**config.mk**
```make
export PLATFORM = sky130hd
export DESIGN_NAME = c2cyl_fold
export DESIGN_NICKNAME = d
export VERILOG_FILES = /design/src/sv/c2cyl_pkg.sv /design/src/sv/c2cyl_fold.sv
export SDC_FILE = /design/constraint.sdc
export NUM_CORES = 1
export LEC_CHECK = 0
export ABC_AREA = 1
export BUFFER_PORTS_ARGS = -buffer_cell sky130_fd_sc_hd__buf_2
export CORE_MARGIN = 5
export CORE_UTILIZATION = 30
export CTS_CLUSTER_DIAMETER = 100
export DETAILED_ROUTE_END_ITERATION = 10
export HOLD_SLACK_MARGIN = 0.15
export PLACE_DENSITY_LB_ADDON = 0.15
export SLEW_MARGIN = 25
export SYNTH_ARGS = -nofsm -noshare
export SYNTH_HDL_FRONTEND = slang
export SYNTH_SLANG_ARGS = --single-unit
```
**constraint.sdc**
```tcl
create_clock -name i_clk -period 6.6 [get_ports i_clk]
set_input_delay 0.66 -clock i_clk [delete_from_list [all_inputs] [get_ports i_clk]]
set_output_delay 0.66 -clock i_clk [all_outputs]
set_load 0.01 [all_outputs]
```
**src/sv/c2cyl_pkg.sv**
```systemverilog
// ============================================================================
// c2cyl_pkg: shared types, widths and constant tables
// Request and response formats, pipeline depths, CORDIC arctangent table and
// the radians-to-degrees factor, all worked out at elaboration.
// ============================================================================
package c2cyl_pkg;

    localparam int C_COORD_WIDTH = 24;
    localparam int C_PHI_WIDTH   = 25;
    localparam int C_FRAC_DEG    = 16;

    // angle path
    localparam int C_NORM_WIDTH  = 61;     // folded magnitude lands in [2^60, 2^61)
    localparam int C_NORM_STAGES = 3;
    localparam int C_VEC_WIDTH   = 64;
    localparam int C_Z_WIDTH     = 35;     // radians Q32, signed
    localparam int C_ZC_WIDTH    = 32;
    localparam int C_DEG_K_WIDTH = 30;
    localparam int C_PROD_WIDTH  = C_ZC_WIDTH + C_DEG_K_WIDTH;
    localparam int C_ANG_WIDTH   = 23;
    localparam int C_STEPS       = 34;
    localparam int C_DEG_STAGES  = 3;

    // latency after the fold register, both paths line up on this
    localparam int C_PHI_LAT     = C_NORM_STAGES + C_STEPS + C_DEG_STAGES;

    // radius path
    localparam int C_SQ_WIDTH      = 2 * C_COORD_WIDTH + 2;
    localparam int C_ROOT_STEPS    = C_COORD_WIDTH + 1;
    localparam int C_SQRT_CORE_LAT = C_ROOT_STEPS + 3;
    localparam int C_SQRT_PAD      = C_PHI_LAT - C_SQRT_CORE_LAT;

    localparam logic [63:0] C_PI_Q60 = 64'h3243F6A8885A308D;

    typedef struct packed {
        logic signed [C_COORD_WIDTH-1:0] x_pos;
        logic signed [C_COORD_WIDTH-1:0] y_pos;
    } t_in_req;

    typedef struct packed {
        logic [C_PHI_WIDTH-1:0]   phi_deg;
        logic [C_COORD_WIDTH-1:0] rho_len;
    } t_out_req;

    // octant bookkeeping that rides along with the angle
    typedef struct packed {
        logic x_neg;
        logic y_neg;
        logic swap;
        logic origin;
    } t_oct;

    // restoring divide, elaboration only
    function automatic logic [63:0] f_udiv(input logic [63:0] num, input logic [63:0] den);
        logic [64:0] rem;
        logic [63:0] q;
        int          b;
        rem = '0;
        q   = '0;
        for (b = 63; b >= 0; b--) begin
            rem = {rem[63:0], num[b]};
            if (rem >= {1'b0, den}) begin
                rem  = rem - {1'b0, den};
                q[b] = 1'b1;
            end
        end
        return q;
    endfunction

    // atan(2^-i) in Q32: series in Q62 with truncated terms, rounded half up
    function automatic logic [C_ZC_WIDTH-1:0] f_atan(input int i);
        logic [63:0] acc;
        logic [63:0] term;
        logic [63:0] sum;
        int          k;
        acc = '0;
        if (i == 0) begin
            sum = C_PI_Q60 + (64'd1 << 29);
        end else begin
            for (k = 0; k < 32; k++) begin
                if (i * (2 * k + 1) < 62) begin
                    term = f_udiv(64'd1 << (62 - i * (2 * k + 1)), 64'(2 * k + 1));
                    if ((k & 1) == 0) begin
                        acc = acc + term;
                    end else begin
                        acc = acc - term;
                    end
                end
            end
            sum = acc + (64'd1 << 29);
        end
        return sum[61:30];
    endfunction

    // round(180/pi * 2^24)
    function automatic logic [C_DEG_K_WIDTH-1:0] f_deg_k();
        logic [63:0] r;
        logic [63:0] q;
        int          n;
        r = 64'd180;
        q = '0;
        for (n = 0; n < 84; n++) begin
            r = r << 1;
            q = q << 1;
            if (r >= C_PI_Q60) begin
                r = r - C_PI_Q60;
                q = q | 64'd1;
            end
        end
        if ((r << 1) >= C_PI_Q60) begin
            q = q + 64'd1;
        end
        return q[C_DEG_K_WIDTH-1:0];
    endfunction

    localparam logic [C_DEG_K_WIDTH-1:0] C_DEG_K = f_deg_k();

endpackage

```
**src/sv/c2cyl_fold.sv**
```systemverilog
// ============================================================================
// c2cyl_fold: octant fold and normalization
// Takes absolute values, orders the pair so the larger leads, then shifts
// both left until the larger has its top bit at position 60.
// ============================================================================
module c2cyl_fold (
    input  logic                                   i_clk,
    input  logic                                   i_rst_n,
    input  logic                                   i_en,
    input  logic                                   i_vld,
    input  c2cyl_pkg::t_in_req                     i_req,
    output logic                                   o_vld,
    output logic [c2cyl_pkg::C_NORM_WIDTH-1:0]     o_big,
    output logic [c2cyl_pkg::C_NORM_WIDTH-1:0]     o_small,
    output c2cyl_pkg::t_oct                        o_oct,
    output logic [c2cyl_pkg::C_COORD_WIDTH-1:0]    o_ax,
    output logic [c2cyl_pkg::C_COORD_WIDTH-1:0]    o_ay
);

    localparam int W   = c2cyl_pkg::C_COORD_WIDTH;
    localparam int NW  = c2cyl_pkg::C_NORM_WIDTH;
    localparam int NS  = c2cyl_pkg::C_NORM_STAGES;
    localparam int TOP = NW - 1;

    // ---- fold register ----
    logic [W-1:0]     n_ax, n_ay, n_big, n_small;
    c2cyl_pkg::t_oct  n_oct;

    logic             r_a_vld;
    logic [W-1:0]     r_ax, r_ay, r_big, r_small;
    c2cyl_pkg::t_oct  r_a_oct;

    always_comb begin
        n_ax = i_req.x_pos[W-1] ? (~i_req.x_pos) + W'(1) : i_req.x_pos;
        n_ay = i_req.y_pos[W-1] ? (~i_req.y_pos) + W'(1) : i_req.y_pos;
        n_oct.x_neg  = i_req.x_pos[W-1];
        n_oct.y_neg  = i_req.y_pos[W-1];
        n_oct.swap   = (n_ax < n_ay);
        n_oct.origin = (n_ax == '0) && (n_ay == '0);
        n_big   = n_oct.swap ? n_ay : n_ax;
        n_small = n_oct.swap ? n_ax : n_ay;
    end

    always_ff @(posedge i_clk) begin
        if (!i_rst_n) begin
            r_a_vld <= 1'b0;
        end else if (i_en) begin
            r_a_vld <= i_vld;
        end
    end

    always_ff @(posedge i_clk) begin
        if (i_en) begin
            r_ax    <= n_ax;
            r_ay    <= n_ay;
            r_big   <= n_big;
            r_small <= n_small;
            r_a_oct <= n_oct;
        end
    end

    // ---- normalize: two shift steps per stage (32/16, 8/4, 2/1) ----
    logic             r_vld   [NS];
    logic [NW-1:0]    r_na    [NS];
    logic [NW-1:0]    r_nb    [NS];
    c2cyl_pkg::t_oct  r_oct   [NS];

    for (genvar gs = 0; gs < NS; gs++) begin : g_norm
        localparam int SH_HI = 32 >> (2 * gs);
        localparam int SH_LO = SH_HI >> 1;

        logic            s_vld;
        logic [NW-1:0]   s_a, s_b, n_a, n_b;
        c2cyl_pkg::t_oct s_oct;

        if (gs == 0) begin : g_head
            assign s_vld = r_a_vld;
            assign s_a   = NW'(r_big);
            assign s_b   = NW'(r_small);
            assign s_oct = r_a_oct;
        end else begin : g_tail
            assign s_vld = r_vld[gs-1];
            assign s_a   = r_na[gs-1];
            assign s_b   = r_nb[gs-1];
            assign s_oct = r_oct[gs-1];
        end

        always_comb begin
            n_a = s_a;
            n_b = s_b;
            if (n_a[TOP -: SH_HI] == '0) begin
                n_a = n_a << SH_HI;
                n_b = n_b << SH_HI;
            end
            if (n_a[TOP -: SH_LO] == '0) begin
                n_a = n_a << SH_LO;
                n_b = n_b << SH_LO;
            end
        end

        always_ff @(posedge i_clk) begin
            if (!i_rst_n) begin
                r_vld[gs] <= 1'b0;
            end else if (i_en) begin
                r_vld[gs] <= s_vld;
            end
        end

        always_ff @(posedge i_clk) begin
            if (i_en) begin
                r_na[gs]  <= n_a;
                r_nb[gs]  <= n_b;
                r_oct[gs] <= s_oct;
            end
        end
    end

    assign o_vld   = r_vld[NS-1];
    assign o_big   = r_na[NS-1];
    assign o_small = r_nb[NS-1];
    assign o_oct   = r_oct[NS-1];
    assign o_ax    = r_ax;
    assign o_ay    = r_ay;

endmodule

```
==> metrics <==
buffer type at the clock tree root clkbuf_16; area leader, netlist edfxtp_1; max-cap violations 0; final instance area 17,400 µm²; Clock Sinks 290; filler cell count 5,055; IO Count approximately 230; Slew HR a little over a third; Die H 233 µm; post-CTS repair timing setup buffer count 0; Yosys top cell area share around 58%; met3 Usage GRT about 3.5%; Power Total 5.03 mW; dpl cells ~2,300; DP Worst Slack about 2.2 ns; DRT Wirelength just under 40,000 µm; maximum vdd drop between 0.00015 and 0.0002 V; outcome finished, final reports clean; fin crit share 58.4%; Final #Nets 1,783; Post-synth EDFFs about 290; total negative slack 0 ns; grt total ovfl 0; H-tree depth 2; DRT Pass-1 Iters 6; Yosys cell types 36; actual slew at the worst max-slew pin around 0.97 ns; fin crit period 3.85 ns; # setup viols final 0; Iter 0 DRT Violations around 640; Max Fclk ~260 MHz; Starting Density around 30%; leakage power about 7.5 nW; grt met1 use between 10% and 20%; Slew Limit Fails 0; Std-Cell Rows between 80 and 90; n_diodes 0; top post-synthesis cells by area edfxtp_1 58%, nand2_1 10%, mux2i_1 4.5%, inv_1 4.3%, nand3_1 3.6%; RSZ-0062 raised after global routing no; HP Class primary input to flip-flop; PD cells between 200 and 300 nW/µm²; crit path max fanout 49; multi-input logic area around 5100 µm²; first-pass GRT wire length ~60,000 µm; area delta synth->final 15.9%; required time worst endpoint slightly below 7 ns; I/O Buffers approximately 160; Max Root-Sink Buffers 3; post-cts sizing count 0; ys flop type edfxtp_1; hpwl dp 28,900 µm; R2R setup slack slightly above 3 ns; CP Class primary input to flip-flop; vias roughly 11,000; Cells after Synth 1,564; met2 Usage GRT a little under a quarter; Synth Warn # 0; layout cells sized above 1 ~14%; residual DRC count 0; total CTS buffers 35; post-route insts no fill 2,394; die area approximately 54,000 µm²; Fin. Hold Viols 0; most frequent cell after synthesis nand2_1; antenna violations before repair 0; number of vias per cell approximately 4.4; busiest grt layer met2; Final WS setup about 2.7 ns; number of global-route vias before repair ~10,000; clock skew 0.0206 ns; Post-CTS Hold Buffers 0; clk_lat worst skew about 0.54 ns; Register Area just under 9000 µm²; CP startpoint kind primary input; CORE AREA a little under 50,000 µm²; Post-DP Area 16,200 µm²; Total Routing Usage GR around 14%; Clock transition at path regs 0.06 ns; DRT antenna net count 0; critical path arrival 4.13 ns; register area share after synthesis between 50 and 60%; syn avg cell area about 9.6 µm²; largest net degree at the start of global routing 140; Seq cells post-synth just under 300; routability cong. 0.856; DR WL/cell ~16 µm; Crit. End Element flip-flop; Post-synth top cells 402 x nand2_1, 288 x edfxtp_1, 171 x inv_1; post-synthesis instance area 15,000 µm²; CTS tree built; Die W roughly 230 µm; Async S/R FF share, synth 0%
registers in the layout (all words and copies together) (netlist names):
| register | count |
|---|---|
| o_ax | 24 |
| r_oct | 12 |
| g_norm.s_vld | 1 |
| r_na | 87 |
| r_small | 24 |
| g_norm.s_oct | 4 |
| r_nb | 87 |
| r_vld | 3 |
| r_big | 24 |
| o_ay | 24 |
through the flow:
stage	utilization [%]	hold slack [ns]
2_1_floorplan	-	0.400
3_3_place_gp	33.0	0.406
3_5_place_dp	33.0	0.405
4_1_cts	35.3	0.332
5_1_grt	35.3	0.366
6_report	35.3	0.359
power breakdown:
group	switching [mW]	internal (mW)
clock	0.757	1.20
combinational	0.491	0.226
sequential	0.0802	2.28
total	1.33	3.70
cell usage in the layout (no fill, tap or decap), types with 10 or more instances in the layout:
cell | synthesis | routed
a21oi_1 | 26 | 24
ha_1 | 25 | 25
edfxtp_1 | 288 | 288
conb_1 | 1 | 64
nand3_1 | 108 | 108
nand2_1 | 402 | 401
buf_2 | 25 | 161
inv_1 | 171 | 171
o21ai_0 | 88 | 88
o21ai_1 | 55 | 55
nor2_1 | 130 | 130
clkbuf_16 | 0 | 36
mux2i_1 | 68 | 68
buf_4 | 67 | 10
critical path, cell delays in order:
cell	delay, ns
buf_2	0.18
inv_2	0.14
ha_1	0.21
nand2_1	0.10
nor2_2	0.28
nand2_1	0.11
nand2_1	0.12
nand2_1	0.07
nand2_1	0.37
inv_1	0.09
ha_1	0.31
nand2_1	0.09
nor2_1	0.05
nand2_1	0.05
o211ai_1	0.13
a21oi_4	0.17
buf_4	0.43
nand2_1	0.13
buf_4	0.25
nand2_1	0.08
nand2_1	0.07
cells by family after synthesis:
family / share of synthesized area [%]
compound gates: 6.65
buf+inv: 9.76
fa+ha+maj: 2.09
other cells: 0.0250
xor+xnor: 0.409
mux: 4.55
simple gates: 18.5
flops: 58.0
layout make-up:
type                       count  area share [%]
multi-input combinational   1029            29.4
sequential                   290            50.1
clock buffer                  44            5.36
timing repair buffer         173            5.28
inverter                     177            3.83
tap                          664            4.79
clock inverter                17            1.28
worst paths after layout:
check	startpoint	end	depth (start not counted)
max reg2reg	r_na[0][57]$_SDFFCE_PN0P_	r_nb[0][106]$_DFFE_PP_	12
min reg2reg	g_norm[0].s_oct[2]$_DFFE_PP_	r_oct[0][2]$_DFFE_PP_	0
max	i_req[0]	r_big[11]$_DFFE_PP_	21
min	i_vld	g_norm[0].s_vld$_SDFFE_PN0P_	3
layer usage:
layer | up-vias | routed length, µm
met3 | 69 | 2280
met2 | 282 | 18200
met5 | - | 0
li1 | 5392 | -
met4 | 0 | 1340
met1 | 4767 | 17600
Power figures use the tool's default switching activity.
