[src/sv/c2cyl_pkg.sv]
// ============================================================================
// c2cyl_pkg: shared types, widths and constant tables
// Request and response formats, pipeline depths, CORDIC arctangent table and
// the radians-to-degrees factor, all worked out at elaboration.
// ============================================================================
package c2cyl_pkg;

    localparam int C_COORD_WIDTH = 24;
    localparam int C_PHI_WIDTH   = 25;
    localparam int C_FRAC_DEG    = 16;

    // angle path
    localparam int C_NORM_WIDTH  = 61;     // folded magnitude lands in [2^60, 2^61)
    localparam int C_NORM_STAGES = 3;
    localparam int C_VEC_WIDTH   = 64;
    localparam int C_Z_WIDTH     = 35;     // radians Q32, signed
    localparam int C_ZC_WIDTH    = 32;
    localparam int C_DEG_K_WIDTH = 30;
    localparam int C_PROD_WIDTH  = C_ZC_WIDTH + C_DEG_K_WIDTH;
    localparam int C_ANG_WIDTH   = 23;
    localparam int C_STEPS       = 34;
    localparam int C_DEG_STAGES  = 3;

    // latency after the fold register, both paths line up on this
    localparam int C_PHI_LAT     = C_NORM_STAGES + C_STEPS + C_DEG_STAGES;

    // radius path
    localparam int C_SQ_WIDTH      = 2 * C_COORD_WIDTH + 2;
    localparam int C_ROOT_STEPS    = C_COORD_WIDTH + 1;
    localparam int C_SQRT_CORE_LAT = C_ROOT_STEPS + 3;
    localparam int C_SQRT_PAD      = C_PHI_LAT - C_SQRT_CORE_LAT;

    localparam logic [63:0] C_PI_Q60 = 64'h3243F6A8885A308D;

    typedef struct packed {
        logic signed [C_COORD_WIDTH-1:0] x_pos;
        logic signed [C_COORD_WIDTH-1:0] y_pos;
    } t_in_req;

    typedef struct packed {
        logic [C_PHI_WIDTH-1:0]   phi_deg;
        logic [C_COORD_WIDTH-1:0] rho_len;
    } t_out_req;

    // octant bookkeeping that rides along with the angle
    typedef struct packed {
        logic x_neg;
        logic y_neg;
        logic swap;
        logic origin;
    } t_oct;

    // restoring divide, elaboration only
    function automatic logic [63:0] f_udiv(input logic [63:0] num, input logic [63:0] den);
        logic [64:0] rem;
        logic [63:0] q;
        int          b;
        rem = '0;
        q   = '0;
        for (b = 63; b >= 0; b--) begin
            rem = {rem[63:0], num[b]};
            if (rem >= {1'b0, den}) begin
                rem  = rem - {1'b0, den};
                q[b] = 1'b1;
            end
        end
        return q;
    endfunction

    // atan(2^-i) in Q32: series in Q62 with truncated terms, rounded half up
    function automatic logic [C_ZC_WIDTH-1:0] f_atan(input int i);
        logic [63:0] acc;
        logic [63:0] term;
        logic [63:0] sum;
        int          k;
        acc = '0;
        if (i == 0) begin
            sum = C_PI_Q60 + (64'd1 << 29);
        end else begin
            for (k = 0; k < 32; k++) begin
                if (i * (2 * k + 1) < 62) begin
                    term = f_udiv(64'd1 << (62 - i * (2 * k + 1)), 64'(2 * k + 1));
                    if ((k & 1) == 0) begin
                        acc = acc + term;
                    end else begin
                        acc = acc - term;
                    end
                end
            end
            sum = acc + (64'd1 << 29);
        end
        return sum[61:30];
    endfunction

    // round(180/pi * 2^24)
    function automatic logic [C_DEG_K_WIDTH-1:0] f_deg_k();
        logic [63:0] r;
        logic [63:0] q;
        int          n;
        r = 64'd180;
        q = '0;
        for (n = 0; n < 84; n++) begin
            r = r << 1;
            q = q << 1;
            if (r >= C_PI_Q60) begin
                r = r - C_PI_Q60;
                q = q | 64'd1;
            end
        end
        if ((r << 1) >= C_PI_Q60) begin
            q = q + 64'd1;
        end
        return q[C_DEG_K_WIDTH-1:0];
    endfunction

    localparam logic [C_DEG_K_WIDTH-1:0] C_DEG_K = f_deg_k();

endpackage

[src/sv/c2cyl_obuf.sv]
// ============================================================================
// c2cyl_obuf: two-entry output buffer
// Holds finished results for the consumer; reports space from registered
// state only, so the pipeline keeps moving while one result waits.
// ============================================================================
module c2cyl_obuf (
    input  logic                 i_clk,
    input  logic                 i_rst_n,
    input  logic                 i_wr,
    input  c2cyl_pkg::t_out_req  i_wdata,
    output logic                 o_space,
    output logic                 o_vld,
    output c2cyl_pkg::t_out_req  o_rdata,
    input  logic                 i_rdy
);

    localparam logic [1:0] LP_EMPTY = 2'd0;
    localparam logic [1:0] LP_FULL  = 2'd2;

    c2cyl_pkg::t_out_req r_mem [2];
    logic                r_wp, r_rp;
    logic [1:0]          r_cnt, n_cnt;
    logic                w_rd;

    assign w_rd = o_vld && i_rdy;

    always_comb begin
        n_cnt = r_cnt;
        if (i_wr && !w_rd) begin
            n_cnt = r_cnt + 2'd1;
        end else if (!i_wr && w_rd) begin
            n_cnt = r_cnt - 2'd1;
        end
    end

    always_ff @(posedge i_clk) begin
        if (!i_rst_n) begin
            r_wp  <= 1'b0;
            r_rp  <= 1'b0;
            r_cnt <= LP_EMPTY;
        end else begin
            r_cnt <= n_cnt;
            if (i_wr) begin
                r_wp <= ~r_wp;
            end
            if (w_rd) begin
                r_rp <= ~r_rp;
            end
        end
    end

    always_ff @(posedge i_clk) begin
        if (i_wr) begin
            r_mem[r_wp] <= i_wdata;
        end
    end

    assign o_space = (r_cnt != LP_FULL);
    assign o_vld   = (r_cnt != LP_EMPTY);
    assign o_rdata = r_mem[r_rp];

    a_no_overrun: assert property (@(posedge i_clk) disable iff (!i_rst_n)
        i_wr |-> (r_cnt != LP_FULL))
        else $error("write into full output buffer");

endmodule

[config.mk]
export PLATFORM = sky130hd
export DESIGN_NAME = c2cyl_obuf
export DESIGN_NICKNAME = d
export VERILOG_FILES = /design/src/sv/c2cyl_pkg.sv /design/src/sv/c2cyl_obuf.sv
export SDC_FILE = /design/constraint.sdc
export NUM_CORES = 1
export LEC_CHECK = 0
export BUFFER_PORTS_ARGS = -buffer_cell sky130_fd_sc_hd__buf_2
export CORE_MARGIN = 2
export CORE_UTILIZATION = 48
export CTS_BUF_LIST = sky130_fd_sc_hd__clkbuf_2
export DETAILED_ROUTE_END_ITERATION = 8
export GPL_ROUTABILITY_DRIVEN = 0
export PLACE_DENSITY = 0.75
export SLEW_MARGIN = 20
export SYNTH_ARGS = -nofsm -noshare
export SYNTH_HDL_FRONTEND = slang
export SYNTH_SLANG_ARGS = --single-unit
[constraint.sdc]
create_clock -name i_clk -period 3.3 [get_ports i_clk]
set_input_delay 0.66 -clock i_clk [delete_from_list [all_inputs] [get_ports i_clk]]
set_output_delay 0.66 -clock i_clk [all_outputs]
set_load 0.01 [all_outputs]
==> results of run 1 <==
## cells in the final DEF (no fill, tap or decap), drive strengths merged
cell type | netlist | final
a21boi | 1 | 1
and2 | 4 | 4
buf | 5 | 106
bufinv | 0 | 1
clkbuf | 0 | 10
clkinv | 0 | 1
clkinvlp | 0 | 2
dfxtp | 5 | 5
edfxtp | 98 | 98
ha | 1 | 1
mux2 | 49 | 49
nand2b | 1 | 1
nor2b | 2 | 2
o21a | 1 | 1
o21ai | 2 | 2
or2 | 1 | 1
or3 | 1 | 1
xnor2 | 2 | 2
xor2 | 1 | 1
## per-layer routing
metal	vias up	global-route usage (%)	part of all wire (%)
li1	901	-	-
met1	932	17.5	42
met2	62	23.5	51
met3	5	4.56	6.1
met4	0	5.97	0.73
met5	-	0	0
## cell families after synthesis
logic type               after synthesis  synth area share (%)
XOR/XNOR                               3                 0.701
multiplexers                          49                  14.7
flip-flops                           103                  81.2
AND/OR/NAND/NOR                        9                  1.50
buffers and inverters                  5                 0.901
AO/OA/AOI/OAI                          4                 0.667
adder cells (fa/ha/maj)                1                 0.334
## sequential cells by signal, summed over array words and instances, names as in the netlist, named ones only
register	flops
r_cnt	2
r_wp	1
r_rp	1
r_mem	98
## worst paths after layout
check / depth (start not counted) / to / start
worst max-delay path: 3 / o_rdata[44] / flip-flop
worst min-delay path: 1 / r_mem[1][43] / i_wdata[43]
worst max register to register: 2 / r_mem[0][33] / r_wp
worst min register to register: 2 / r_cnt[1] / r_cnt[1]
## worst max-delay path, delay by kind of cell, from the launching register on
kind	cells	cell delay, ns
flops	1	0.68
buf+inv	2	0.41
mux	1	0.37
## per-stage QoR
step           util (%)  instance area (sq um)  total power [mW]  instances  worst slack, ns
4_1_cts            59.2                   4530              2.88        391            0.582
3_3_place_gp       57.9                   4430              2.35        377             1.21
3_5_place_dp       57.9                   4430              2.36        377             1.21
6_report           59.2                   4530              2.85        391            0.659
2_1_floorplan         -                   3750              2.09        174            0.900
5_1_grt            59.2                   4530              2.99        391            0.452
## Yosys cell counts, types with 2 or more instances
library cell / n / area, sq um
xnor2_1: 2 / 17.5
and2_1: 4 / 25.0
buf_2: 3 / 15.0
dfxtp_1: 5 / 100
edfxtp_1: 98 / 2940
nor2b_1: 2 / 12.5
mux2_2: 49 / 552
## cell type report
class                           instances  area, sq um  area share (%)
Clock buffer                           10         50.0            1.11
Clock inverter                          4         48.8            1.08
Multi-Input combinational cell         66          681            15.0
Sequential cell                       103         3040            67.2
Tap cell                              102          128            2.82
Timing Repair Buffer                  106          576            12.7
## power by group through the flow
stage | Sequential (mW) | Clock, mW | Combinational (mW)
finish | 1.59 | 0.536 | 0.719
global route | 1.61 | 0.605 | 0.778
CTS | 1.60 | 0.552 | 0.736
detailed placement | 1.63 | 0 | 0.732
global placement | 1.62 | 0 | 0.727
floorplan | 1.58 | 0 | 0.509
==> flow_summary.ini, run 1 <==
[status]
outcome = completed

[clock_network]
cts_buffers = 9
cts_resized = 0
cts_setup_buffers = 0
htree_num_levels = 3
clkTransAtPathRegs_ns = 0.25
clock_path_buffers = 2
root_buffer = clkbuf_2
cts_tree = built
clk_latency_ns = 0.51
ctsHoldBuffers = 0
clock_sinks = 103

[sta]
fmax_ghz = 0.379
final.setup_skew_ns = 0.0251
hold_slack_ns = 0.297
tns_ns = 0
worst_slew_pin_slew_ns = 0.782
rsz0062_at_grt = no
final_hold_viol_count = 0
finalSetupViolCount = 0
slew_headroom_pct = 47.8
slew_viol_final = 0
finalCritPeriodShare_pct = 80.0
period_minus_slack_ns = 2.64

[setup_path]
critical_path_peak_fanout = 31
slowest_stage = dfxtp_2
path_cells = buf_12, mux2_2, buf_2
startpoint_type = flip-flop
r2r_slack_ns = 1.71
end_kind = output port
crit_type = flip-flop to output port
crit_arrival_ns = 1.98
worst_path_largest_cell_delay_ns = 0.68
cp.required_ns = 2.64

[synth]
netlist_instances = 174
async_flop_share_pct = 0
synth.net_count = 228
synth_area_sq_um = 3750
yosysWarnings = 0
synth_ff_type = edfxtp_1
synth_cell_type_count = 18
synth-edff-count = 98
yosysSeqAreaShare_pct = 81.2
ys_ff_latch = 103
syn_area_per_cell_sq_um = 21.5

[global_route]
overflow = 0
antenna_found_initial = 0
grt_pass1_wl_microns = 9000
grtUsageTotal_pct = 14.3
grt_max_degree = 32
first_global_vias = 1894

[job]
drv_cap = 0

[pwr]
power_density_nw_per_um2 = 629
clkPwrFrac_pct = 18.8
peakVddDrop_mv = 0.320
switchingPower_uw = 760
combPwrFrac_pct = 25.3
switching_share_pct = 26.7
cellLeakagePower_nw = 1.68
seqPwrFrac_pct = 55.9
p_int_mw = 2.09

[die]
io-pin-count = 104
initial_core_util_pct = 49.0
die_w_microns = 92.4
core.rowCount = 32
die_area_sq_um = 8530
die_y_microns = 92.4
core-area_sq_um = 7650

[drt]
ant_nets = 0
wire_per_inst_microns = 15.2
vias_per_cell = 4.86
drc = 0
dr.pass1.iters = 3
via_count = 1900
wirelength_microns = 5930
drt_iter0_drc = 81

[placed_design]
portBuffers = 103
dp_hpwl_microns = 3900

[min_path]
hold_path.class = primary input to flip-flop

[finish]
layout.nets = 340
area_growth_pct = 20.8
n_fill_cell = 629
drive_above_1_share_pct = 59.5
n_antenna_cell = 0
Note: power is estimated with default switching activity, not from simulation.
==> run 2: changes to the inputs <==
- CORE_UTILIZATION: 48 -> 50
- clock period: 3.3 -> 2.5 ns (I/O delays scaled with it)
==> flow_summary.ini, run 2 (synthesis gave the netlist of run 1 again) <==
[sta]
tns_ns = 0
worst_slew_pin_slew_ns = 0.357
final.setup_skew_ns = 0.0186
rsz0062_at_grt = no
finalCritPeriodShare_pct = 89.8
fmax_ghz = 0.445
slew_headroom_pct = 76.2
slew_viol_final = 0
setup_slack_ns = 0.255
period_minus_slack_ns = 2.25
final_hold_viol_count = 0
finalSetupViolCount = 0

[setup_path]
crit_type = flip-flop to output port
path_cells = buf_12, mux2_2, buf_2
startpoint_type = flip-flop
end_kind = output port
worst_path_largest_cell_delay_ns = 0.46
cp.required_ns = 2.00
critPathBufInv = 2
crit_arrival_ns = 1.75
slowest_stage = dfxtp_2
crit_family = flip-flops
critical_path_peak_fanout = 44
reg2reg_from = r_cnt[0]

[drt]
met2_length_microns = 3310
vias_per_cell = 4.84
wirelength_microns = 6130
highest_layer = met4
wl_met3_microns = 214
wire_per_inst_microns = 15.7
drt_iter0_drc = 75
ant_nets = 0
drc = 0
dr.pass1.iters = 5
via_count = 1891
met1_length_microns = 2560

[clock_network]
clock_sinks = 103
cts_resized = 0
cts_buffers = 9
clkTransAtPathRegs_ns = 0.25
htree_num_levels = 3
clk_latency_ns = 0.50
cts_setup_buffers = 0
clock_path_buffers = 2
cts_tree = built
ctsHoldBuffers = 0
root_buffer = clkbuf_2

[placed_design]
detailedPlace.worstSlack_ns = 0.798
portBuffers = 103
dp_hpwl_microns = 4070
placed_cell_area_sq_um = 4420

[global_route]
grtUsageTotal_pct = 14.7
overflow = 0
grt_pass1_wl_microns = 9160
first_global_vias = 1910
grt_max_degree = 50
antenna_found_initial = 0

[pwr]
peakVddDrop_mv = 0.566
power_density_nw_per_um2 = 817
cellLeakagePower_nw = 1.69

[die]
die_w_microns = 90.6
core.rowCount = 31
io-pin-count = 104
core-area_sq_um = 7250
die_y_microns = 90.6
die_area_sq_um = 8210
initial_core_util_pct = 51.7

[job]
drv_cap = 0

[finish]
layout.nets = 341
n_fill_cell = 555
fin_area_sq_um = 4500
area_growth_pct = 20.1
n_antenna_cell = 0
largest_reg_flops = 98
reg_top3 = r_mem: 98 flops, r_cnt: 2 flops
layout_common_cells = 103 x buf_2, 98 x edfxtp_1, 49 x mux2_2
regMostFlops = r_mem
drive_above_1_share_pct = 60.3
final_common_cell = buf_2

[min_path]
hp-start = i_wdata[41]
hold_path.class = primary input to flip-flop

[status]
outcome = completed
[run 2: cell types whose count changed in the layout (fill, tap and decap cells not counted), sizes merged]
| cell | delta |
|---|---|
| clkinv | +2 |
| clkinvlp | -1 |
| bufinv | -1 |
| buf | +1 |
| clkbuf | +2 |
[run 2: worst reg2reg max path, delay by kind of cell, from the launching register on]
family	cells	cell delay (ns)
AO/OA/AOI/OAI	2	0.36
AND/OR/NAND/NOR	1	0.35
flip-flops	1	0.41
adder cells (fa/ha/maj)	1	0.30
[run 2: final timing paths]
kind	end	slack, ns	cells past startpoint
setup / recovery	o_rdata[32]	0.25	3
hold / removal	r_mem[0][41]	0.16	1
setup reg to reg	r_cnt[1]	1.04	4
hold reg to reg	r_cnt[1]	0.54	2
[run 2: cell type report]
cell class,count,area [sq um],area share (%)
timing repair buffer,107,571,12.7
sequential,103,3040,67.6
multi-input combinational,66,681,15.1
clock buffer,12,60.1,1.33
clock inverter,4,22.5,0.500
tap,99,124,2.75
[run 2: layer usage]
metal  track usage (%)  vias to the layer above
met5                 0                        -
met4              6.92                        0
met3              2.25                        2
met2              25.6                       47
met1              18.1                      938
li1                  -                      904
[run 2: metrics by stage]
| step | std cells | hold slack, ns | total power [mW] | util [%] |
|---|---|---|---|---|
| 2_1_floorplan | 174 | 0.479 | 2.76 | - |
| 3_3_place_gp | 375 | 0.498 | 3.09 | 60.9 |
| 3_5_place_dp | 375 | 0.513 | 3.11 | 60.9 |
| 4_1_cts | 391 | 0.103 | 3.72 | 62.1 |
| 5_1_grt | 391 | 0.110 | 3.85 | 62.1 |
| 6_report | 391 | 0.165 | 3.68 | 62.1 |
[run 2: power breakdown]
group          leakage [nW]  switching, mW  internal [mW]
Combinational         0.663          0.469          0.521
Sequential            0.961         0.0584           2.01
Clock                0.0617          0.476          0.139
