### src/sv/c2cyl_pkg.sv
// ============================================================================
// c2cyl_pkg: shared types, widths and constant tables
// Request and response formats, pipeline depths, CORDIC arctangent table and
// the radians-to-degrees factor, all worked out at elaboration.
// ============================================================================
package c2cyl_pkg;

    localparam int C_COORD_WIDTH = 24;
    localparam int C_PHI_WIDTH   = 25;
    localparam int C_FRAC_DEG    = 16;

    // angle path
    localparam int C_NORM_WIDTH  = 61;     // folded magnitude lands in [2^60, 2^61)
    localparam int C_NORM_STAGES = 3;
    localparam int C_VEC_WIDTH   = 64;
    localparam int C_Z_WIDTH     = 35;     // radians Q32, signed
    localparam int C_ZC_WIDTH    = 32;
    localparam int C_DEG_K_WIDTH = 30;
    localparam int C_PROD_WIDTH  = C_ZC_WIDTH + C_DEG_K_WIDTH;
    localparam int C_ANG_WIDTH   = 23;
    localparam int C_STEPS       = 34;
    localparam int C_DEG_STAGES  = 3;

    // latency after the fold register, both paths line up on this
    localparam int C_PHI_LAT     = C_NORM_STAGES + C_STEPS + C_DEG_STAGES;

    // radius path
    localparam int C_SQ_WIDTH      = 2 * C_COORD_WIDTH + 2;
    localparam int C_ROOT_STEPS    = C_COORD_WIDTH + 1;
    localparam int C_SQRT_CORE_LAT = C_ROOT_STEPS + 3;
    localparam int C_SQRT_PAD      = C_PHI_LAT - C_SQRT_CORE_LAT;

    localparam logic [63:0] C_PI_Q60 = 64'h3243F6A8885A308D;

    typedef struct packed {
        logic signed [C_COORD_WIDTH-1:0] x_pos;
        logic signed [C_COORD_WIDTH-1:0] y_pos;
    } t_in_req;

    typedef struct packed {
        logic [C_PHI_WIDTH-1:0]   phi_deg;
        logic [C_COORD_WIDTH-1:0] rho_len;
    } t_out_req;

    // octant bookkeeping that rides along with the angle
    typedef struct packed {
        logic x_neg;
        logic y_neg;
        logic swap;
        logic origin;
    } t_oct;

    // restoring divide, elaboration only
    function automatic logic [63:0] f_udiv(input logic [63:0] num, input logic [63:0] den);
        logic [64:0] rem;
        logic [63:0] q;
        int          b;
        rem = '0;
        q   = '0;
        for (b = 63; b >= 0; b--) begin
            rem = {rem[63:0], num[b]};
            if (rem >= {1'b0, den}) begin
                rem  = rem - {1'b0, den};
                q[b] = 1'b1;
            end
        end
        return q;
    endfunction

    // atan(2^-i) in Q32: series in Q62 with truncated terms, rounded half up
    function automatic logic [C_ZC_WIDTH-1:0] f_atan(input int i);
        logic [63:0] acc;
        logic [63:0] term;
        logic [63:0] sum;
        int          k;
        acc = '0;
        if (i == 0) begin
            sum = C_PI_Q60 + (64'd1 << 29);
        end else begin
            for (k = 0; k < 32; k++) begin
                if (i * (2 * k + 1) < 62) begin
                    term = f_udiv(64'd1 << (62 - i * (2 * k + 1)), 64'(2 * k + 1));
                    if ((k & 1) == 0) begin
                        acc = acc + term;
                    end else begin
                        acc = acc - term;
                    end
                end
            end
            sum = acc + (64'd1 << 29);
        end
        return sum[61:30];
    endfunction

    // round(180/pi * 2^24)
    function automatic logic [C_DEG_K_WIDTH-1:0] f_deg_k();
        logic [63:0] r;
        logic [63:0] q;
        int          n;
        r = 64'd180;
        q = '0;
        for (n = 0; n < 84; n++) begin
            r = r << 1;
            q = q << 1;
            if (r >= C_PI_Q60) begin
                r = r - C_PI_Q60;
                q = q | 64'd1;
            end
        end
        if ((r << 1) >= C_PI_Q60) begin
            q = q + 64'd1;
        end
        return q[C_DEG_K_WIDTH-1:0];
    endfunction

    localparam logic [C_DEG_K_WIDTH-1:0] C_DEG_K = f_deg_k();

endpackage

### src/sv/c2cyl_deg.sv
// ============================================================================
// c2cyl_deg: radians to degrees and octant unfold
// Scales the first-octant angle to degrees Q16, then maps it back to the
// point's quadrant and wraps into [0, 360).
// ============================================================================
module c2cyl_deg (
    input  logic                                      i_clk,
    input  logic                                      i_rst_n,
    input  logic                                      i_en,
    input  logic                                      i_vld,
    input  logic signed [c2cyl_pkg::C_Z_WIDTH-1:0]    i_z,
    input  c2cyl_pkg::t_oct                           i_oct,
    output logic                                      o_vld,
    output logic [c2cyl_pkg::C_PHI_WIDTH-1:0]         o_phi
);

    localparam int ZW   = c2cyl_pkg::C_Z_WIDTH;
    localparam int ZCW  = c2cyl_pkg::C_ZC_WIDTH;
    localparam int PW   = c2cyl_pkg::C_PROD_WIDTH;
    localparam int AW   = c2cyl_pkg::C_ANG_WIDTH;
    localparam int PHW  = c2cyl_pkg::C_PHI_WIDTH;
    localparam int FD   = c2cyl_pkg::C_FRAC_DEG;
    localparam int RSH  = 40;

    localparam logic [AW-1:0]  LP_DEG90  = AW'(90 << FD);
    localparam logic [PHW-1:0] LP_DEG180 = PHW'(180 << FD);
    localparam logic [PHW-1:0] LP_DEG360 = PHW'(360 << FD);
    localparam logic [PW:0]    LP_HALF   = (PW + 1)'(1) << (RSH - 1);

    // ---- multiply ----
    logic [ZCW-1:0]   n_zc;
    logic             r_m_vld;
    logic [PW-1:0]    r_m_prod;
    c2cyl_pkg::t_oct  r_m_oct;

    assign n_zc = i_z[ZW-1] ? '0 : i_z[ZCW-1:0];

    always_ff @(posedge i_clk) begin
        if (!i_rst_n) begin
            r_m_vld <= 1'b0;
        end else if (i_en) begin
            r_m_vld <= i_vld;
        end
    end

    always_ff @(posedge i_clk) begin
        if (i_en) begin
            r_m_prod <= PW'(n_zc) * PW'(c2cyl_pkg::C_DEG_K);
            r_m_oct  <= i_oct;
        end
    end

    // ---- round, undo the x/y swap ----
    logic [PW:0]      n_sum;
    logic [AW-1:0]    n_ang, n_t;
    logic             r_f_vld;
    logic [AW-1:0]    r_f_t;
    c2cyl_pkg::t_oct  r_f_oct;

    always_comb begin
        n_sum = {1'b0, r_m_prod} + LP_HALF;
        n_ang = n_sum[RSH +: AW];
        n_t   = r_m_oct.swap ? LP_DEG90 - n_ang : n_ang;
    end

    always_ff @(posedge i_clk) begin
        if (!i_rst_n) begin
            r_f_vld <= 1'b0;
        end else if (i_en) begin
            r_f_vld <= r_m_vld;
        end
    end

    always_ff @(posedge i_clk) begin
        if (i_en) begin
            r_f_t   <= n_t;
            r_f_oct <= r_m_oct;
        end
    end

    // ---- quadrant and wrap ----
    logic [PHW-1:0] n_t_ext, n_quad, n_phi;
    logic           r_o_vld;
    logic [PHW-1:0] r_o_phi;

    always_comb begin
        n_t_ext = PHW'(r_f_t);
        if (!r_f_oct.x_neg && !r_f_oct.y_neg) begin
            n_quad = n_t_ext;
        end else if (r_f_oct.x_neg && !r_f_oct.y_neg) begin
            n_quad = LP_DEG180 - n_t_ext;
        end else if (r_f_oct.x_neg) begin
            n_quad = LP_DEG180 + n_t_ext;
        end else begin
            n_quad = LP_DEG360 - n_t_ext;
        end
        if (r_f_oct.origin) begin
            n_phi = '0;
        end else if (n_quad >= LP_DEG360) begin
            n_phi = n_quad - LP_DEG360;
        end else begin
            n_phi = n_quad;
        end
    end

    always_ff @(posedge i_clk) begin
        if (!i_rst_n) begin
            r_o_vld <= 1'b0;
        end else if (i_en) begin
            r_o_vld <= r_f_vld;
        end
    end

    always_ff @(posedge i_clk) begin
        if (i_en) begin
            r_o_phi <= n_phi;
        end
    end

    assign o_vld = r_o_vld;
    assign o_phi = r_o_phi;

    a_phi_range: assert property (@(posedge i_clk) disable iff (!i_rst_n)
        r_o_vld |-> (r_o_phi < LP_DEG360))
        else $error("azimuth out of [0, 360)");

endmodule

### config.mk
export PLATFORM = sky130hd
export DESIGN_NAME = c2cyl_deg
export DESIGN_NICKNAME = d
export VERILOG_FILES = /design/src/sv/c2cyl_pkg.sv /design/src/sv/c2cyl_deg.sv
export SDC_FILE = /design/constraint.sdc
export NUM_CORES = 1
export LEC_CHECK = 0
export ABC_AREA = 1
export ABC_CLOCK_PERIOD_IN_PS = 11400
export BUFFER_PORTS_ARGS = -buffer_cell sky130_fd_sc_hd__buf_2
export CAP_MARGIN = 20
export CORE_MARGIN = 1.5
export CORE_UTILIZATION = 50
export CTS_CLUSTER_DIAMETER = 50
export DETAILED_ROUTE_END_ITERATION = 16
export HOLD_SLACK_MARGIN = 0.12
export PLACE_DENSITY_LB_ADDON = 0.05
export SLEW_MARGIN = 20
export SYNTH_ARGS = -nofsm -noshare
export SYNTH_HDL_FRONTEND = slang
export SYNTH_SLANG_ARGS = --single-unit
export TNS_END_PERCENT = 5
### constraint.sdc
create_clock -name i_clk -period 11.4 [get_ports i_clk]
set_clock_uncertainty 0.1 [all_clocks]
set_input_delay 0.57 -clock i_clk [delete_from_list [all_inputs] [get_ports i_clk]]
set_output_delay 0.57 -clock i_clk [all_outputs]
set_load 0.005 [all_outputs]
==> reports/metrics.sh, run 1 <==
CLOCK_SINK_COUNT=81
SYNTH-EDFF-COUNT=78
CORE_AREA_UM2=43300
FINAL_CRITICAL_PATH_SETUP_SLACK_PS=2140
DRTPASS1ITERATIONS=5
GLOBAL_ROUTE.OVERFLOW_TOTAL=0
DRIVE_ABOVE_1_SHARE_PCT=5.65
GRT_PASS1_WL_UM=94700
VIA_COUNT_OF_THE_FIRST_GLOBAL_ROUTING_PASS=17500
DRT-INITIAL-DRC-COUNT=966
START_KIND='input pin'
START_UTIL_PCT=50.8
VIA_COUNT=16400
WORSTPATHREQUIRED_PS=11400
POSTSYNTHAREAPERCELL_UM2=8.53
COUNT_OF_HOLD_FIX_BUFFERS_INSERTED_AT_CTS=0
MIN_DELAY_WORST_TYPE='input pin to flip-flop'
SYNTH_SEQUENTIAL_AREA_RATIO_PCT=10.9
CLK-INSERTION-DELAY-LATE_PS=350
MIN_PATH_CELLS=1
DRV.MAX_CAP_VIOLATION_COUNT=0
CTSLONGESTPATHBUFFERS=2
SYNTH_MOST_COMMON_CELL='sky130_fd_sc_hd__inv_1'
FINALSETUPVIOLATIONS=0
WORST-SLEW-PIN-TRANSITION_PS=1000
CLOCK-ROOT-BUFFER='sky130_fd_sc_hd__clkbuf_16'
YS_FF_LATCH=81
DRT-TOTAL-WL_UM=58600
CTS_INSERTED_BUFFERS=9
GRT_USAGE_PCT=27.7
TIMING.CRITICAL_PATH.ARRIVAL_PS=9260
PROPORTION_OF_NETLIST_AREA_HELD_BY_THE_LARGEST_AREA_CONTRIBUTOR_PCT=30.6
CTS_RESIZED=0
YOSYSWARNINGCOUNT=0
CTS.CLK_SLEW.WORST_PATHS_PS=60
SYNTH_AREA_UM2=22000
ROUTEDWLPERCELL_UM=18.1
FP.DIEAREA_UM2=45200
DRC_ERRORS=0
CTS_SETUP_BUFFERS=0
N_ANTENNA_CELL=0
NUMBER_OF_H_TREE_LEVELS=3
SYNTHDOMINANTAREACELLTYPE='sky130_fd_sc_hd__fa_1'
SETUP_REPAIR_AFTER_GLOBAL_ROUTING_MISSED_ITS_MARGIN='false'
IO_BUFFER_COUNT=66
STATUS='finished, final reports clean'
FINAL_NET_COUNT=3414
POST_DRT_VIA_CELL_RATIO=5.06
STD_CELL_ROWS=76
PERIOD_SHARE_PCT=81.2
REG2REGPATHDEPTH=20
NETLIST_TOP_CELLS_COUNT='sky130_fd_sc_hd__inv_1, sky130_fd_sc_hd__ha_1, sky130_fd_sc_hd__fa_1'
CRITICAL_PATH_CLASS='input pin to flip-flop'
SYNTHCELLS=2578
FINAL_CORE_UTIL_PCT=53.9
CRITICAL_PATH_MAXIMUM_FANOUT=27
GP_CONGESTION=0.920
ROUTE.ANTENNA.REMAINING_NETS=0
SYN_NETS=3344
DP_WORST_SETUP_SLACK_PS=1860
MAXSLEWVIOLCOUNT=0
LARGEST_NET_DEGREE_AT_THE_START_OF_GLOBAL_ROUTING=83
SYNTH_CELL_TYPE_COUNT=56
CHIPWIDTH_UM=213
TIMING.SLEW.HEADROOM_PCT=32.8
POST-DP-HPWL_UM=52200
ANTENNA_VIOLATIONS_BEFORE_REPAIR=0
YS_TOP_CELLS_BY_AREA='sky130_fd_sc_hd__fa_1, sky130_fd_sc_hd__ha_1, sky130_fd_sc_hd__inv_1'
LAYOUT-AREA-OVERHEAD-VS-SYNTH_PCT=6.03
TNS_PS=0
FINAL_COUNT_OF_HOLD_TIMING_VIOLATIONS=0
MIN_PERIOD_PS=9260
SYNTH_FLOP_CELL='sky130_fd_sc_hd__edfxtp_1'
CLOCK_TREE_FROM_TRITONCTS='done'
IO_PINS=69
ASYNC_RESET_FF_SHARE_PCT=0
FLOORPLAN.DIE.HEIGHT_UM=213
WORST_SETUP_PATH_END_KIND='flip-flop'
MAXCLOCKFREQUENCY_MHz=108
layout by cell type (no fill, tap or decap), drive strengths merged, types with 2 or more instances in the layout:
cell,synthesis,final
inv,740,741
ha,387,387
fa,336,336
nand2,333,333
nor2,252,252
edfxtp,78,78
buf,5,71
a21oi,69,69
xor2,66,66
nand3,61,61
o21ai,58,58
a21o,25,25
nand4,24,24
nor3,23,23
a31oi,20,20
xnor2,18,18
o21bai,14,14
clkinv,5,10
clkbuf,7,9
or2,8,8
o21a,6,6
nor4,6,6
a31o,5,5
a21boi,5,5
nand3b,5,5
and3,3,3
o211ai,3,3
dfxtp,3,3
o22ai,2,2
o2111ai,2,2
a2111oi,2,2
metrics by stage:
stage / std cells / instance area (µm²) / hold slack (ps)
final: 3238 / 23300 / 300
after global routing: 3238 / 23300 / 293
after CTS: 3238 / 23300 / 285
after detailed placement: 3222 / 23000 / 307
after global placement: 3222 / 23000 / 318
after floorplan: 2578 / 22000 / 300
final timing paths:
check	startpoint	end	slack [ps]
setup reg to reg	r_f_t[1]	o_phi[20]	8380
setup / recovery	i_z[34]	r_m_prod[55]	2140
hold / removal	i_oct[1]	r_m_oct[1]	300
hold reg to reg	r_m_oct[0]	r_f_oct[0]	330
registers in the layout, summed over array words and instances, names as in the netlist:
register,cells
r_m_prod,23
r_f_oct,3
o_vld,1
r_f_vld,1
r_m_vld,1
r_f_t,23
o_phi,25
r_m_oct,4
logic make-up after synthesis:
group           share of synthesized area [%]
fa+ha+maj                                52.6
simple gates                             14.1
buf+inv                                  13.0
flops                                    10.9
compound gates                           5.89
xor+xnor                                 3.41
routing by layer:
metal	vias to the layer above	share of wire [%]	GRT usage, %
met3	56	5.7	5.13
met2	361	47	47.0
met5	-	0	0
met4	0	2.0	5.72
li1	8044	-	-
met1	7937	45	37.0
worst max-delay path, cell delays in order:
cell	delay, ps
sky130_fd_sc_hd__buf_2	220
sky130_fd_sc_hd__inv_2	560
sky130_fd_sc_hd__nand2_1	330
sky130_fd_sc_hd__nor2_1	570
sky130_fd_sc_hd__nor2_1	290
sky130_fd_sc_hd__ha_1	280
sky130_fd_sc_hd__or2_2	360
sky130_fd_sc_hd__ha_1	330
sky130_fd_sc_hd__xor2_1	180
sky130_fd_sc_hd__ha_1	370
sky130_fd_sc_hd__xnor2_1	180
sky130_fd_sc_hd__fa_1	560
sky130_fd_sc_hd__inv_1	70
sky130_fd_sc_hd__fa_1	510
sky130_fd_sc_hd__fa_1	530
sky130_fd_sc_hd__fa_1	540
sky130_fd_sc_hd__inv_1	60
sky130_fd_sc_hd__fa_1	540
sky130_fd_sc_hd__inv_1	50
sky130_fd_sc_hd__ha_1	350
sky130_fd_sc_hd__a21o_1	200
sky130_fd_sc_hd__a31oi_1	330
sky130_fd_sc_hd__o21ai_0	150
sky130_fd_sc_hd__a21oi_1	370
sky130_fd_sc_hd__nand3_1	260
sky130_fd_sc_hd__a21o_1	240
sky130_fd_sc_hd__a21oi_1	160
sky130_fd_sc_hd__xnor2_1	80
final cells by class:
type,instances,area (µm²)
clock buffer,9,225
clock inverter,7,68.8
fill,4192,20000
inverter,745,2800
multi-input combinational,1740,16700
sequential,81,2400
tap,585,732
timing repair buffer,71,370
Power of run 1 is not shown: default switching activity piles up to over one toggle a cycle in this logic, so the estimate is an artifact.
==> inputs of run 2 (changes only) <==
--- a/config.mk
+++ b/config.mk
@@ -6,7 +6,7 @@
 export NUM_CORES = 1
 export LEC_CHECK = 0
 export ABC_AREA = 1
-export ABC_CLOCK_PERIOD_IN_PS = 11400
+export ABC_CLOCK_PERIOD_IN_PS = 7500
 export BUFFER_PORTS_ARGS = -buffer_cell sky130_fd_sc_hd__buf_2
 export CAP_MARGIN = 20
 export CORE_MARGIN = 1.5
==> constraint.sdc (replaced) <==
create_clock -name i_clk -period 7.5 [get_ports i_clk]
set_clock_uncertainty 0.1 [all_clocks]
set_input_delay 0.375 -clock i_clk [delete_from_list [all_inputs] [get_ports i_clk]]
set_output_delay 0.375 -clock i_clk [all_outputs]
set_load 0.005 [all_outputs]
==> reports/metrics.sh, run 2 (synthesis gave the netlist of run 1 again) <==
STATUS='finished, final reports clean'
ROUTEDWLPERCELL_UM=17.3  # -4.2%
LARGEST_REG_FLOPS=25  # unchanged
CLOCK_SINK_COUNT=81  # unchanged
NUMBER_OF_H_TREE_LEVELS=3  # unchanged
PERIOD_SHARE_PCT=96.1
VIA_COUNT=17300  # +5.2%
MIN_PATH_CELLS=3  # +2
CLK-INSERTION-DELAY-LATE_PS=340  # about the same
CRITICAL_PATH.REG2REG.STARTPOINT='r_f_t[1]'
WORSTPATHREQUIRED_PS=7500  # -3900 ps
MAXSLEWVIOLCOUNT=0  # unchanged
MOSTFREQUENTLAYOUTCELLS='sky130_fd_sc_hd__inv_1, sky130_fd_sc_hd__ha_1, sky130_fd_sc_hd__fa_1, sky130_fd_sc_hd__nand2_1, sky130_fd_sc_hd__buf_4'
DRV.MAX_CAP_VIOLATION_COUNT=0  # unchanged
CRITICAL_PATH.REG2REG.ENDPOINT='o_phi[20]'
FINAL_NET_COUNT=3660  # +7.2%
LAYOUT-AREA-OVERHEAD-VS-SYNTH_PCT=15.7
IO_BUFFER_COUNT=66  # unchanged
MOSTFREQUENTLAYOUTCELL='sky130_fd_sc_hd__inv_1'
START_KIND='input pin'
GP_CONGESTION=0.957  # +4.0%
IO_PINS=69  # unchanged
ROUTE.ANTENNA.REMAINING_NETS=0  # unchanged
FLOORPLAN.DIE.HEIGHT_UM=213  # unchanged
MAXCLOCKFREQUENCY_MHz=139
VIA_COUNT_OF_THE_FIRST_GLOBAL_ROUTING_PASS=18400  # +4.7%
DRT-INITIAL-DRC-COUNT=1036  # +7.2%
AREA_OF_THE_MULTI_INPUT_GATES_UM2=16900  # +1.3%
ANTENNA_VIOLATIONS_BEFORE_REPAIR=0  # unchanged
POST-DP-HPWL_UM=55000  # +5.4%
GRT_USAGE_PCT=28.4  # +0.67 points
CRITICAL_PATH_MAXIMUM_FANOUT=14  # -48%
SETUP_REPAIR_AFTER_GLOBAL_ROUTING_MISSED_ITS_MARGIN='true'
CTS_INSERTED_BUFFERS=9  # unchanged
MIN_TO='r_m_vld'
POST_DRT_VIA_CELL_RATIO=4.95  # -2.2%
CORE_AREA_UM2=43300  # unchanged
REG2REGPATHDEPTH=20  # unchanged
DRIVE_ABOVE_1_SHARE_PCT=15.2  # +9.6 points
WORST-SLEW-PIN-TRANSITION_PS=958  # -46.2 ps
CRITPATHSLOWESTCELL='sky130_fd_sc_hd__fa_1'
MIN_DELAY_WORST_TYPE='input pin to flip-flop'
CLOCK-ROOT-BUFFER='sky130_fd_sc_hd__clkbuf_16'
POSTLAYOUTCELLAREA_UM2=25400  # +9.1%
CRIT_PATH_FREQUENT_CELL='sky130_fd_sc_hd__fa_1'
CHIPWIDTH_UM=213  # unchanged
START_UTIL_PCT=50.8  # unchanged
CLOCK_TREE_FROM_TRITONCTS='done'
CTS.CLK_SLEW.WORST_PATHS_PS=60  # about the same
CRITICAL_PATH_BUF_INV_COUNT=11  # +6
DETAILED_PLACE.AREA_UM2=24900  # +8.0%
R2R_SLACK_PS=4440  # -3940 ps
N_ANTENNA_CELL=0  # unchanged
LARGEST_STAGE_DELAY_ON_THE_CRITICAL_PATH_PS=560  # about the same
CTSLONGESTPATHBUFFERS=2  # unchanged
DRC_ERRORS=0  # unchanged
SEQ_AREA_UM2=2400  # unchanged
LARGEST_NET_DEGREE_AT_THE_START_OF_GLOBAL_ROUTING=83  # unchanged
MIN_PERIOD_PS=7210
FINALSETUPVIOLATIONS=0  # unchanged
DRTPASS1ITERATIONS=5  # unchanged
HOLD_START='i_vld'
STD_CELL_ROWS=76  # unchanged
PATH_DELAY_FAMILY='adder cells'
DRT-TOTAL-WL_UM=60400  # +3.1%
NFILLCELLS=4004  # -4.5%
CRITICAL_PATH_CLASS='input pin to flip-flop'
TIMING.SLEW.HEADROOM_PCT=36.1  # +3.3 points
GRT_PASS1_WL_UM=97400  # +2.9%
TIMING.CRITICAL_PATH.ARRIVAL_PS=7210  # -2050 ps
FP.DIEAREA_UM2=45200  # unchanged
WORST_SETUP_PATH_END_KIND='flip-flop'
GLOBAL_ROUTE.OVERFLOW_TOTAL=0  # unchanged
FINAL_COUNT_OF_HOLD_TIMING_VIOLATIONS=0  # unchanged
==> run 2: cell count changes in the layout (fill, tap and decap cells not counted), sizes merged <==
cell / before / now
buf: 71 / 312
clkinv: 10 / 6
dlygate4sd3: 0 / 4
inv: 741 / 745
clkbuf: 9 / 10
==> run 2: cell type report <==
class                      instances  share of cell area, %
sequential                        81                   9.44
inverter                         745                   11.0
clock buffer                       9                  0.885
timing repair buffer             317                   8.94
tap                              585                   2.88
clock inverter                     7                  0.300
multi-input combinational       1740                   66.6
==> run 2: tightest hold or removal path: stages <==
cell                     delay, ps
sky130_fd_sc_hd__buf_2          80
sky130_fd_sc_hd__nor2_1         40
sky130_fd_sc_hd__nor2_1         80
==> run 2: metal layers <==
metal / vias to the layer above / wire, µm / global-route usage (%)
met5: - / 0 / 0
met4: 0 / 1870 / 8.17
met3: 76 / 2800 / 3.60
met2: 375 / 28300 / 47.5
met1: 8259 / 27500 / 38.6
li1: 8542 / - / -
==> run 2: how the worst max path moves through the flow <==
stage	startpoint	endpoint	slack (ps)	cells past startpoint
after floorplan	i_z[34]	r_m_prod[59]	190	27
final	i_z[34]	r_m_prod[59]	290	28
after CTS	i_z[34]	r_m_prod[60]	30	29
after global routing	i_z[34]	r_m_prod[57]	-30	31
after detailed placement	i_z[34]	r_m_prod[60]	-360	29
after global placement	i_z[34]	r_m_prod[60]	-330	29
==> run 2: per-stage QoR <==
stage / setup slack, ps / util [%] / cells / hold WS, ps / setup TNS, ps
after global placement: -327 / 57.5 / 3462 / 318 / -2270
after floorplan: 194 / - / 2578 / 300 / 0
after detailed placement: -363 / 57.5 / 3462 / 311 / -2780
after global routing: -30.1 / 58.8 / 3484 / 184 / -82.4
final: 293 / 58.8 / 3484 / 164 / 0
after CTS: 25.7 / 58.3 / 3482 / 157 / 0
==> run 2: repair_timing <==
item	4_1_cts	5_1_grt
hold endpoints to repair	4	0
pin swaps	0	4
hold buffers	4	0
buffers inserted	0	2
gates resized for setup	1	61
setup endpoints to repair	1	18
Power of run 2 is left out for the same reason.
